$ cat src/hw/rtl/lpht_pkg.sv
// Shared types and constants for the linear probing hash table.
`default_nettype none

package lpht_pkg;

    // Table geometry
    localparam int TABLE_SIZE = 128;
    localparam int IDX_W      = $clog2(TABLE_SIZE);
    localparam int KEY_W      = 31;
    localparam int VAL_W      = 32;
    localparam int SLOT_W     = 7;
    localparam int MODE_W     = 2;
    localparam int STATUS_W   = 2;

    // Last probe count of a bounded run
    localparam logic [IDX_W-1:0] CNT_LAST = IDX_W'(TABLE_SIZE - 1);
    localparam logic [IDX_W-1:0] IDX_LAST = IDX_W'(TABLE_SIZE - 1);

    // Request kinds, coded as on the input mode field
    typedef enum logic [MODE_W-1:0] {
        OP_SEARCH = 2'd0,
        OP_INSERT = 2'd1,
        OP_DELETE = 2'd2,
        OP_NONE   = 2'd3
    } t_op;

    // Per-slot state kept in the table memory
    typedef enum logic [1:0] {
        ST_EMPTY = 2'd0,
        ST_USED  = 2'd1,
        ST_TOMB  = 2'd2
    } t_slot_st;

    // Result status codes
    typedef enum logic [STATUS_W-1:0] {
        RES_OK   = 2'd0,
        RES_MISS = 2'd1,
        RES_FULL = 2'd2
    } t_res;

    // Probe engine states
    typedef enum logic {
        S_IDLE  = 1'b0,
        S_CHECK = 1'b1
    } t_state;

    // One table word
    typedef struct packed {
        t_slot_st           status;
        logic [KEY_W-1:0]   key;
        logic [VAL_W-1:0]   value;
    } t_entry;

    // One classified request in the queue
    typedef struct packed {
        t_op                op;
        logic [KEY_W-1:0]   key;
        logic [VAL_W-1:0]   value;
        logic [IDX_W-1:0]   home;
    } t_req;

endpackage

`default_nettype wire

$ cat src/hw/rtl/lpht_front.sv
// Front end: accepts requests, classifies them and queues them for the probe engine.
`default_nettype none

module lpht_front (
    input  wire logic                          i_clk,
    input  wire logic                          i_rst_n,
    input  wire logic                          i_s_axis_tvalid,
    output logic                               o_s_axis_tready,
    input  wire logic [lpht_pkg::MODE_W-1:0]   i_mode,
    input  wire logic [lpht_pkg::KEY_W-1:0]    i_key,
    input  wire logic [lpht_pkg::VAL_W-1:0]    i_value,
    output logic                               o_q_vld,
    output lpht_pkg::t_req                     o_q_req,
    input  wire logic                          i_q_pop
);

    lpht_pkg::t_req r_q [2];
    logic           r_wp;
    logic           r_rp;
    logic [1:0]     r_cnt;
    lpht_pkg::t_req req_in;
    logic           push;

    // Classify the incoming transaction
    always_comb begin
        req_in       = '0;
        req_in.key   = i_key;
        req_in.value = i_value;
        req_in.home  = lpht_pkg::IDX_W'(i_key % lpht_pkg::TABLE_SIZE);
        unique case (i_mode)
            lpht_pkg::OP_SEARCH: req_in.op = lpht_pkg::OP_SEARCH;
            lpht_pkg::OP_INSERT: req_in.op = lpht_pkg::OP_INSERT;
            lpht_pkg::OP_DELETE: req_in.op = lpht_pkg::OP_DELETE;
            default:             req_in.op = lpht_pkg::OP_NONE;
        endcase
    end

    assign o_s_axis_tready = (r_cnt != 2'd2);
    assign push            = i_s_axis_tvalid && o_s_axis_tready;

    // Two-entry queue storage
    always_ff @(posedge i_clk) begin
        if (push) begin
            r_q[r_wp] <= req_in;
        end
    end

    // Queue pointers and fill count
    always_ff @(posedge i_clk) begin
        if (!i_rst_n) begin
            r_wp  <= 1'b0;
            r_rp  <= 1'b0;
            r_cnt <= 2'd0;
        end else begin
            if (push) begin
                r_wp <= ~r_wp;
            end
            if (i_q_pop) begin
                r_rp <= ~r_rp;
            end
            r_cnt <= r_cnt + 2'(push) - 2'(i_q_pop);
        end
    end

    assign o_q_vld = (r_cnt != 2'd0);
    assign o_q_req = r_q[r_rp];

endmodule

`default_nettype wire

$ cat config.mk
export PLATFORM = sky130hd
export DESIGN_NAME = lpht_front
export DESIGN_NICKNAME = d
export VERILOG_FILES = /design/src/hw/rtl/lpht_pkg.sv /design/src/hw/rtl/lpht_front.sv
export SDC_FILE = /design/constraint.sdc
export NUM_CORES = 1
export LEC_CHECK = 0
export BUFFER_PORTS_ARGS = -buffer_cell sky130_fd_sc_hd__buf_2
export CORE_MARGIN = 2
export CORE_UTILIZATION = 46
export CTS_CLUSTER_DIAMETER = 80
export DETAILED_ROUTE_END_ITERATION = 8
export GPL_TIMING_DRIVEN = 1
export HOLD_SLACK_MARGIN = 0.05
export PLACE_DENSITY = 0.75
export SYNTH_ARGS = -nofsm -noshare
export SYNTH_HDL_FRONTEND = slang
export SYNTH_SLANG_ARGS = --single-unit
$ cat constraint.sdc
create_clock -name i_clk -period 2.5 [get_ports i_clk]
set_clock_uncertainty 0.2 [all_clocks]
set_input_delay 0.25 -clock i_clk [delete_from_list [all_inputs] [get_ports i_clk]]
set_output_delay 0.25 -clock i_clk [all_outputs]
set_load 0.01 [all_outputs]
Word level (Yosys, flattened, before mapping)
Memories as Yosys holds them, arrays and structs flattened. A register that Yosys moved wholly into a read port is not among the register bits.
Cells that the tools add are included.
- word-level logic and storage cells: 19
- register bits after elaboration: 4
- input port bits: 69
- output and inout port bits: 74
- bits in writable memories: 144
- memories kept: 1
- memories (name ; depth ; bits a word ; rd ports ; clocked after Yosys merged registers in ; write ports ; RTL line ; source):
    r_q ; 2 ; 72 ; 1 ; 1 ; 1 ; lpht_front.sv:17 ; lpht_pkg::t_req r_q [2];
- add/subtract/negate cells: 2
- reduce and logical (&&, ||, !) cells: 3
- equality and inequality tests: 3
- mux-type cells: 5
- bitwise gates (word level): 2
- operators with widths (operator ; count):
    $pmux W2 S3 ; 1
    $mux W1 ; 4
    $add A2 B1 Y2 ; 1
    $eq A2 B1 Y1 const B ; 1
    $eq A2 B2 Y1 const B ; 1
    $logic_not A2 Y1 ; 1
    $ne A2 B2 Y1 const B ; 1
    $not A1 Y1 ; 2
    $reduce_bool A2 Y1 ; 1
    $sub A2 B1 Y2 ; 1
    $logic_and A1 B1 Y1 ; 1

Logic depth before layout (Yosys ltp)
Gate-level depths: netlist of the first run.
- word-level depth: 4
- depth in mapped cells: 7
- mapped depth without buffers: 7

Worst setup path before layout of the first run
OpenSTA, ideal clock, no wires.
- path type: reg-to-reg
- start: register r_cnt[0]
- end: memory r_q[1][10] in the netlist's numbering, enable pin
- stages on the path, launching flop included: 3
- path slack: -0.327 ns
- period minus slack after synthesis: 2.827 ns
- data arrival time: 2.197 ns
- required time: 1.870 ns
- library setup time: 0.430 ns
- buffers on the path: 0
- cell sequence: dfxtp_1 > nand2b_1 > and3_1
- longest elaborated chain between the ends: 4
- ends and longest elaborated chain (what ; RTL line ; source):
    from (decl) ; lpht_front.sv:20 ; logic [1:0] r_cnt;
    from (signal assigned) ; lpht_front.sv:61 ; r_cnt <= r_cnt + 2'(push) - 2'(i_q_pop);
    $ne A2 B2 Y1 ; lpht_front.sv:38 ; assign o_s_axis_tready = (r_cnt != 2'd2);
    via o_s_axis_tready ; lpht_front.sv:8 ; output logic o_s_axis_tready,
    $logic_and A1 B1 Y1 ; lpht_front.sv:39 ; assign push = i_s_axis_tvalid && o_s_axis_tready;
    $mux W1 ; lpht_front.sv:43 ; if (push) begin
    $mux W1 (implied by the code) ; lpht_front.sv:44 ; r_q[r_wp] <= req_in;
    to (decl) ; lpht_front.sv:17 ;
The timed path passes the listed nets, and every way through them passes these cells.

==> out/metrics.cfg, run 1 <==
[cts]
cts.sinks=135
cts_made_buffers=17
cts_tree=done
clock_latency_ps=510
cts_root_buf=clkbuf_8
htree_num_levels=4
clock_path_buffers=2
path_clk_slew_ps=60
post-cts-setup-buffer-count=0

[sta]
worst_pin_slew_ps=528.1
fin_setup_tns_ps=0
worst_slack_ps=237.3
drv_slew=0
grt_setup_unrepaired=no
relSlewSlack_pct=64.79
hold_viol_final=0
finalCritPeriodShare_pct=90.51
setup_viol=0
hold_ws_ps=255.3
fmax_ghz=0.4419
min_period_ps=2263

[power_and_ir_drop]
p_per_area_nw_per_um2=847.8
peakVddDrop_mv=0.4673
total_power_mw=6.036
p_leak_nw=2.726

[critical_path]
crit_fanout=36
critical_path_arrival_ps=1810
critical_path_class=reg2out
crit_path_max_incr_delay_ps=410
endpoint_kind=primary output
critPathLaunchType=register
cp_slowest_cell=mux2_2
r2r_slack_ps=640
path_cells=buf_4, mux2_2, buf_2
critPathRequiredTime_ps=2050

[synthesis]
ys_ff_latch=135
ys_types=25
syn-num-nets=309
syn_area_per_cell_um2=21.05
netlist_instances=239
ys_seq_area_share_pct=79.58
syn_area_um2=5031
yosys_warnings=0

[flow_run]
maxCapViolations=0

[cells_and_area]
layoutNonFillerInstCount=610
design_area_um2=7119
fin_nets=528
drive_gt1_share_pct=52.77
postLayoutCoreUtil_pct=66.26
area_growth_pct=41.51
antenna_cells=0

[placed_design]
port-buffer-count=142
dp_cells=511
gp_congestion=0.7146
hpwl_um=5658
place_area_um2=5839
pre_cts_ws_ps=668.4

[min_path]
hold_class=in2reg

[grt]
grt.total_usage_pct=16.68
grt_max_degree=40
antenna_found_initial=0
grt_pass1_vias=2989
grt_pass1_wl_um=14360
grt-ovfl-total=0

[die]
chipHeight_um=108.6
start_util_pct=46.82
row_count=38
ios=143
die_w_um=108.6
die_area_um2=11790
coreArea_um2=10750

[detailed_routing]
wl_per_cell_um=15.81
num_vias=2913
avgViaCountPerCell=4.775
first_iter_violations=115
ant_nets=0
totalWireLength_um=9642
dr.pass1.iters=4
route.detailed.drc=0

[status]
status=complete, no violations

==> final timing paths <==
check,startpoint,cells after the start,endpoint
max reg2reg,r_cnt[0],4,r_q[0][42]
max,register,3,o_q_req[44]
min reg2reg,r_rp,2,register
min,i_value[16],2,r_q[0][23]
==> critical path: cells and delay by family, from the launching register on <==
kind	cells	cell delay, ps
multiplexers	1	410
flip-flops	1	320
buffers and inverters	2	550
==> synth_stat cells <==
cell | count | area share [%]
nand2b_1 | 1 | 0.12
nand3_1 | 1 | 0.099
buf_4 | 8 | 1.2
or2_2 | 1 | 0.12
mux2i_1 | 1 | 0.20
edfxtp_1 | 130 | 78
nand2_1 | 2 | 0.15
dfxtp_1 | 5 | 2.0
a211o_1 | 1 | 0.17
buf_2 | 1 | 0.099
nand3b_1 | 2 | 0.30
xor2_1 | 1 | 0.17
a211oi_1 | 1 | 0.15
inv_1 | 2 | 0.15
and2_1 | 3 | 0.37
a21boi_1 | 1 | 0.15
and3_1 | 1 | 0.12
buf_6 | 5 | 1.1
ha_1 | 1 | 0.25
a21bo_2 | 1 | 0.20
nor4b_1 | 1 | 0.17
xnor2_1 | 1 | 0.17
a21boi_2 | 1 | 0.22
clkbuf_1 | 2 | 0.15
mux2_2 | 65 | 15
==> final cells by class <==
type / count / area (µm²)
clock buffer: 18 / 417.9
clock inverter: 13 / 181.4
fill: 740 / 3626
inverter: 2 / 11.26
multi-input combinational: 86 / 892.1
sequential: 135 / 4005
tap: 140 / 175.2
timing repair buffer: 216 / 1436
==> logic make-up (layout without fill, tap and decap cells) <==
| group | count (synthesis) | count (layout) | share of synthesized area [%] |
|---|---|---|---|
| fa+ha+maj | 1 | 1 | 0.2487 |
| flops | 135 | 135 | 79.58 |
| compound gates | 5 | 5 | 0.8954 |
| mux | 66 | 66 | 14.75 |
| buf+inv | 18 | 249 | 2.711 |
| xor+xnor | 2 | 2 | 0.3482 |
| simple gates | 12 | 12 | 1.467 |
==> per-layer routing <==
layer  GRT usage, %  vias to the layer above  routed length [µm]  share of wire [%]
met5              0                        -                   0                  0
met4          7.875                        0                 199                2.1
met3          5.063                       18                 467                4.8
met2          30.27                       92                5202                 54
met1          17.56                     1438                3773                 39
li1               -                     1365                   -                  -
==> state kept, by name, summed over array words and instances (netlist names), named ones only <==
signal	count
r_wp	1
r_cnt	2
r_q	130
r_rp	1
==> report_power, final <==
part	internal [mW]	total [mW]	switching, mW	leakage, nW
Combinational	0.387	0.787	0.400	1.19
Clock	1.61	2.49	0.885	0.280
Sequential	2.71	2.76	0.0488	1.26
==> what timing repair did <==
action	4_1_cts	5_1_grt
hold buffers	68	0
endpoints found under the hold margin	135	0
gates resized for setup	0	0
==> layout by cell type (no fill, tap or decap) <==
cell type,count
a211o_1,1
a211oi_1,1
a21bo_2,1
a21boi_1,1
a21boi_2,1
and2_1,3
and3_2,1
buf_2,142
buf_4,6
bufinv_16,4
clkbuf_1,1
clkbuf_16,16
clkbuf_8,1
clkinv_1,1
clkinv_2,2
clkinv_4,2
clkinvlp_4,5
dfxtp_1,4
dfxtp_2,1
dlygate4sd3_1,68
edfxtp_1,130
ha_1,1
inv_1,1
mux2_2,65
mux2i_1,1
nand2_1,2
nand2b_1,1
nand3_1,1
nand3b_1,2
nor4b_1,1
or2_2,1
xnor2_1,1
xor2_1,1
Note: power is estimated with default switching activity, not from simulation.
==> run 2: changes to the inputs <==
- MAX_ROUTING_LAYER: default -> met4
==> out/metrics.cfg, run 2 (synthesis results as in run 1) <==
[cells_and_area]
area.sequential_um2=4005  ; unchanged
fill_cells=740  ; unchanged
largest_reg_flops=130  ; unchanged
design_area_um2=7119  ; unchanged
reg_top3=r_q (130), r_cnt (2)  ; unchanged
final_cell_mix=142 x buf_2, 130 x edfxtp_1, 68 x dlygate4sd3_1, 65 x mux2_2, 16 x clkbuf_16  ; unchanged
largest-register=r_q  ; unchanged
multi_input_area_um2=892.1  ; unchanged
layoutNonFillerInstCount=610  ; unchanged
area_growth_pct=41.51  ; unchanged
fin_nets=528  ; unchanged
drive_gt1_share_pct=52.77  ; unchanged
mostFrequentLayoutCell=buf_2  ; unchanged
antenna_cells=0  ; unchanged

[critical_path]
crit_fanout=36  ; unchanged
critPathLaunchType=register  ; unchanged
r2r_slack_ps=640  ; about the same
r2r_end=r_q[0][42]  ; unchanged
endpoint_kind=primary output  ; unchanged
critPathRequiredTime_ps=2050  ; about the same
r2r_cells=4  ; unchanged
r2r-start=r_cnt[0]  ; unchanged
critical_path_class=reg2out  ; unchanged
critical_path_arrival_ps=1820  ; was 1810 ps

[grt]
grt_pass1_wl_um=14340  ; was 14,360 µm
grt-ovfl-total=0  ; unchanged
antenna_found_initial=0  ; unchanged
grt_pass1_vias=3001  ; was 2,989
grt.total_usage_pct=17.19  ; was 16.68%
grt_max_degree=40  ; unchanged

[cts]
clock_latency_ps=510  ; about the same
htree_num_levels=4  ; unchanged
cts_tree=done  ; unchanged
path_clk_slew_ps=60  ; about the same
cts.sinks=135  ; unchanged
cts_resized=0  ; unchanged
cts_root_buf=clkbuf_8  ; unchanged
cts_made_buffers=17  ; unchanged
clock_path_buffers=2  ; unchanged

[min_path]
hold_class=in2reg  ; unchanged
worstHoldStart=i_value[16]  ; unchanged
holdPathStages=2  ; unchanged
whs_endpoint=r_q[1][23]  ; was r_q[0][23]

[die]
ios=143  ; unchanged
chipHeight_um=108.6  ; unchanged
start_util_pct=46.82  ; unchanged
coreArea_um2=10750  ; unchanged
die_area_um2=11790  ; unchanged
row_count=38  ; unchanged
die_w_um=108.6  ; unchanged

[detailed_routing]
wl_per_cell_um=15.85  ; was 15.81 µm
ant_nets=0  ; unchanged
num_vias=2907  ; was 2,913
route.detailed.drc=0  ; unchanged
first_iter_violations=124  ; was 115
avgViaCountPerCell=4.766  ; was 4.775
dr.pass1.iters=4  ; unchanged
totalWireLength_um=9667  ; was 9642 µm

[sta]
hold_viol_final=0  ; unchanged
fmax_ghz=0.4405  ; was 0.4419 GHz
setup_viol=0  ; unchanged
relSlewSlack_pct=64.73  ; was 64.79%
drv_slew=0  ; unchanged
finalCritPeriodShare_pct=90.80  ; was 90.51%
min_period_ps=2270  ; was 2263 ps
fin_setup_tns_ps=0  ; unchanged
worst_pin_slew_ps=529.1  ; was 528.1 ps
grt_setup_unrepaired=no  ; unchanged
hold_ws_ps=253.4  ; was 255.3 ps

[power_and_ir_drop]
total_power_mw=6.036  ; about the same
p_leak_nw=2.726  ; unchanged
peakVddDrop_mv=0.4650  ; was 0.4673 mV
p_per_area_nw_per_um2=847.9  ; was 847.8 nW/µm²

[placed_design]
dp_cells=511  ; unchanged
gp_congestion=0.7228  ; was 0.7146
place_area_um2=5839  ; unchanged
hpwl_um=5658  ; unchanged
port-buffer-count=142  ; unchanged

[status]
status=complete, no violations  ; unchanged

[flow_run]
maxCapViolations=0  ; unchanged

## run 2: worst max path at each step
stage                     cells past startpoint  slack (ps)          end     start
after CTS                                     3         200  o_q_req[44]  register
after global routing                          3         130  o_q_req[44]  register
after detailed placement                      4         670   r_q[0][58]  r_cnt[0]
after global placement                        4         710   r_q[0][56]  r_cnt[0]
after floorplan                               3         230   r_q[0][10]  r_cnt[0]
final                                         3         230  o_q_req[44]  register
## run 2: critical path: stages, from the launching register on
cell	delay, ps
dfxtp_2	320
buf_4	400
mux2_2	410
buf_2	150
## run 2: metal layers
layer | up-vias | routed length, µm | global-route usage [%]
met4 | 0 | 179 | 7.875
met2 | 96 | 5199 | 30.40
met5 | - | 0 | -
met1 | 1432 | 3823 | 17.48
met3 | 14 | 464 | 5.063
li1 | 1365 | - | -
## run 2: final cells by class
class                      instances  share of cell area, %
sequential                       135                  56.26
timing repair buffer             216                  20.18
multi-input combinational         86                  12.53
clock buffer                      18                  5.870
clock inverter                    13                  2.548
tap                              140                  2.460
inverter                           2                 0.1582
## run 2: through the flow
| stage | utilization, % | setup slack, ps |
|---|---|---|
| 2_1_floorplan | - | 234.2 |
| 3_3_place_gp | 54.34 | 709.1 |
| 3_5_place_dp | 54.34 | 668.4 |
| 4_1_cts | 66.26 | 201.5 |
| 5_1_grt | 66.26 | 132.2 |
| 6_report | 66.26 | 230.1 |
## run 2: repair_timing
action / in CTS / in global routing
buffers inserted: 0 / 0
hold endpoints to repair: 135 / 0
hold buffers: 68 / 0
## run 2: power by group
| group | internal [mW] | switching, mW |
|---|---|---|
| Combinational | 0.387 | 0.400 |
| Clock | 1.61 | 0.885 |
| Sequential | 2.71 | 0.0491 |
| Total | 4.70 | 1.33 |
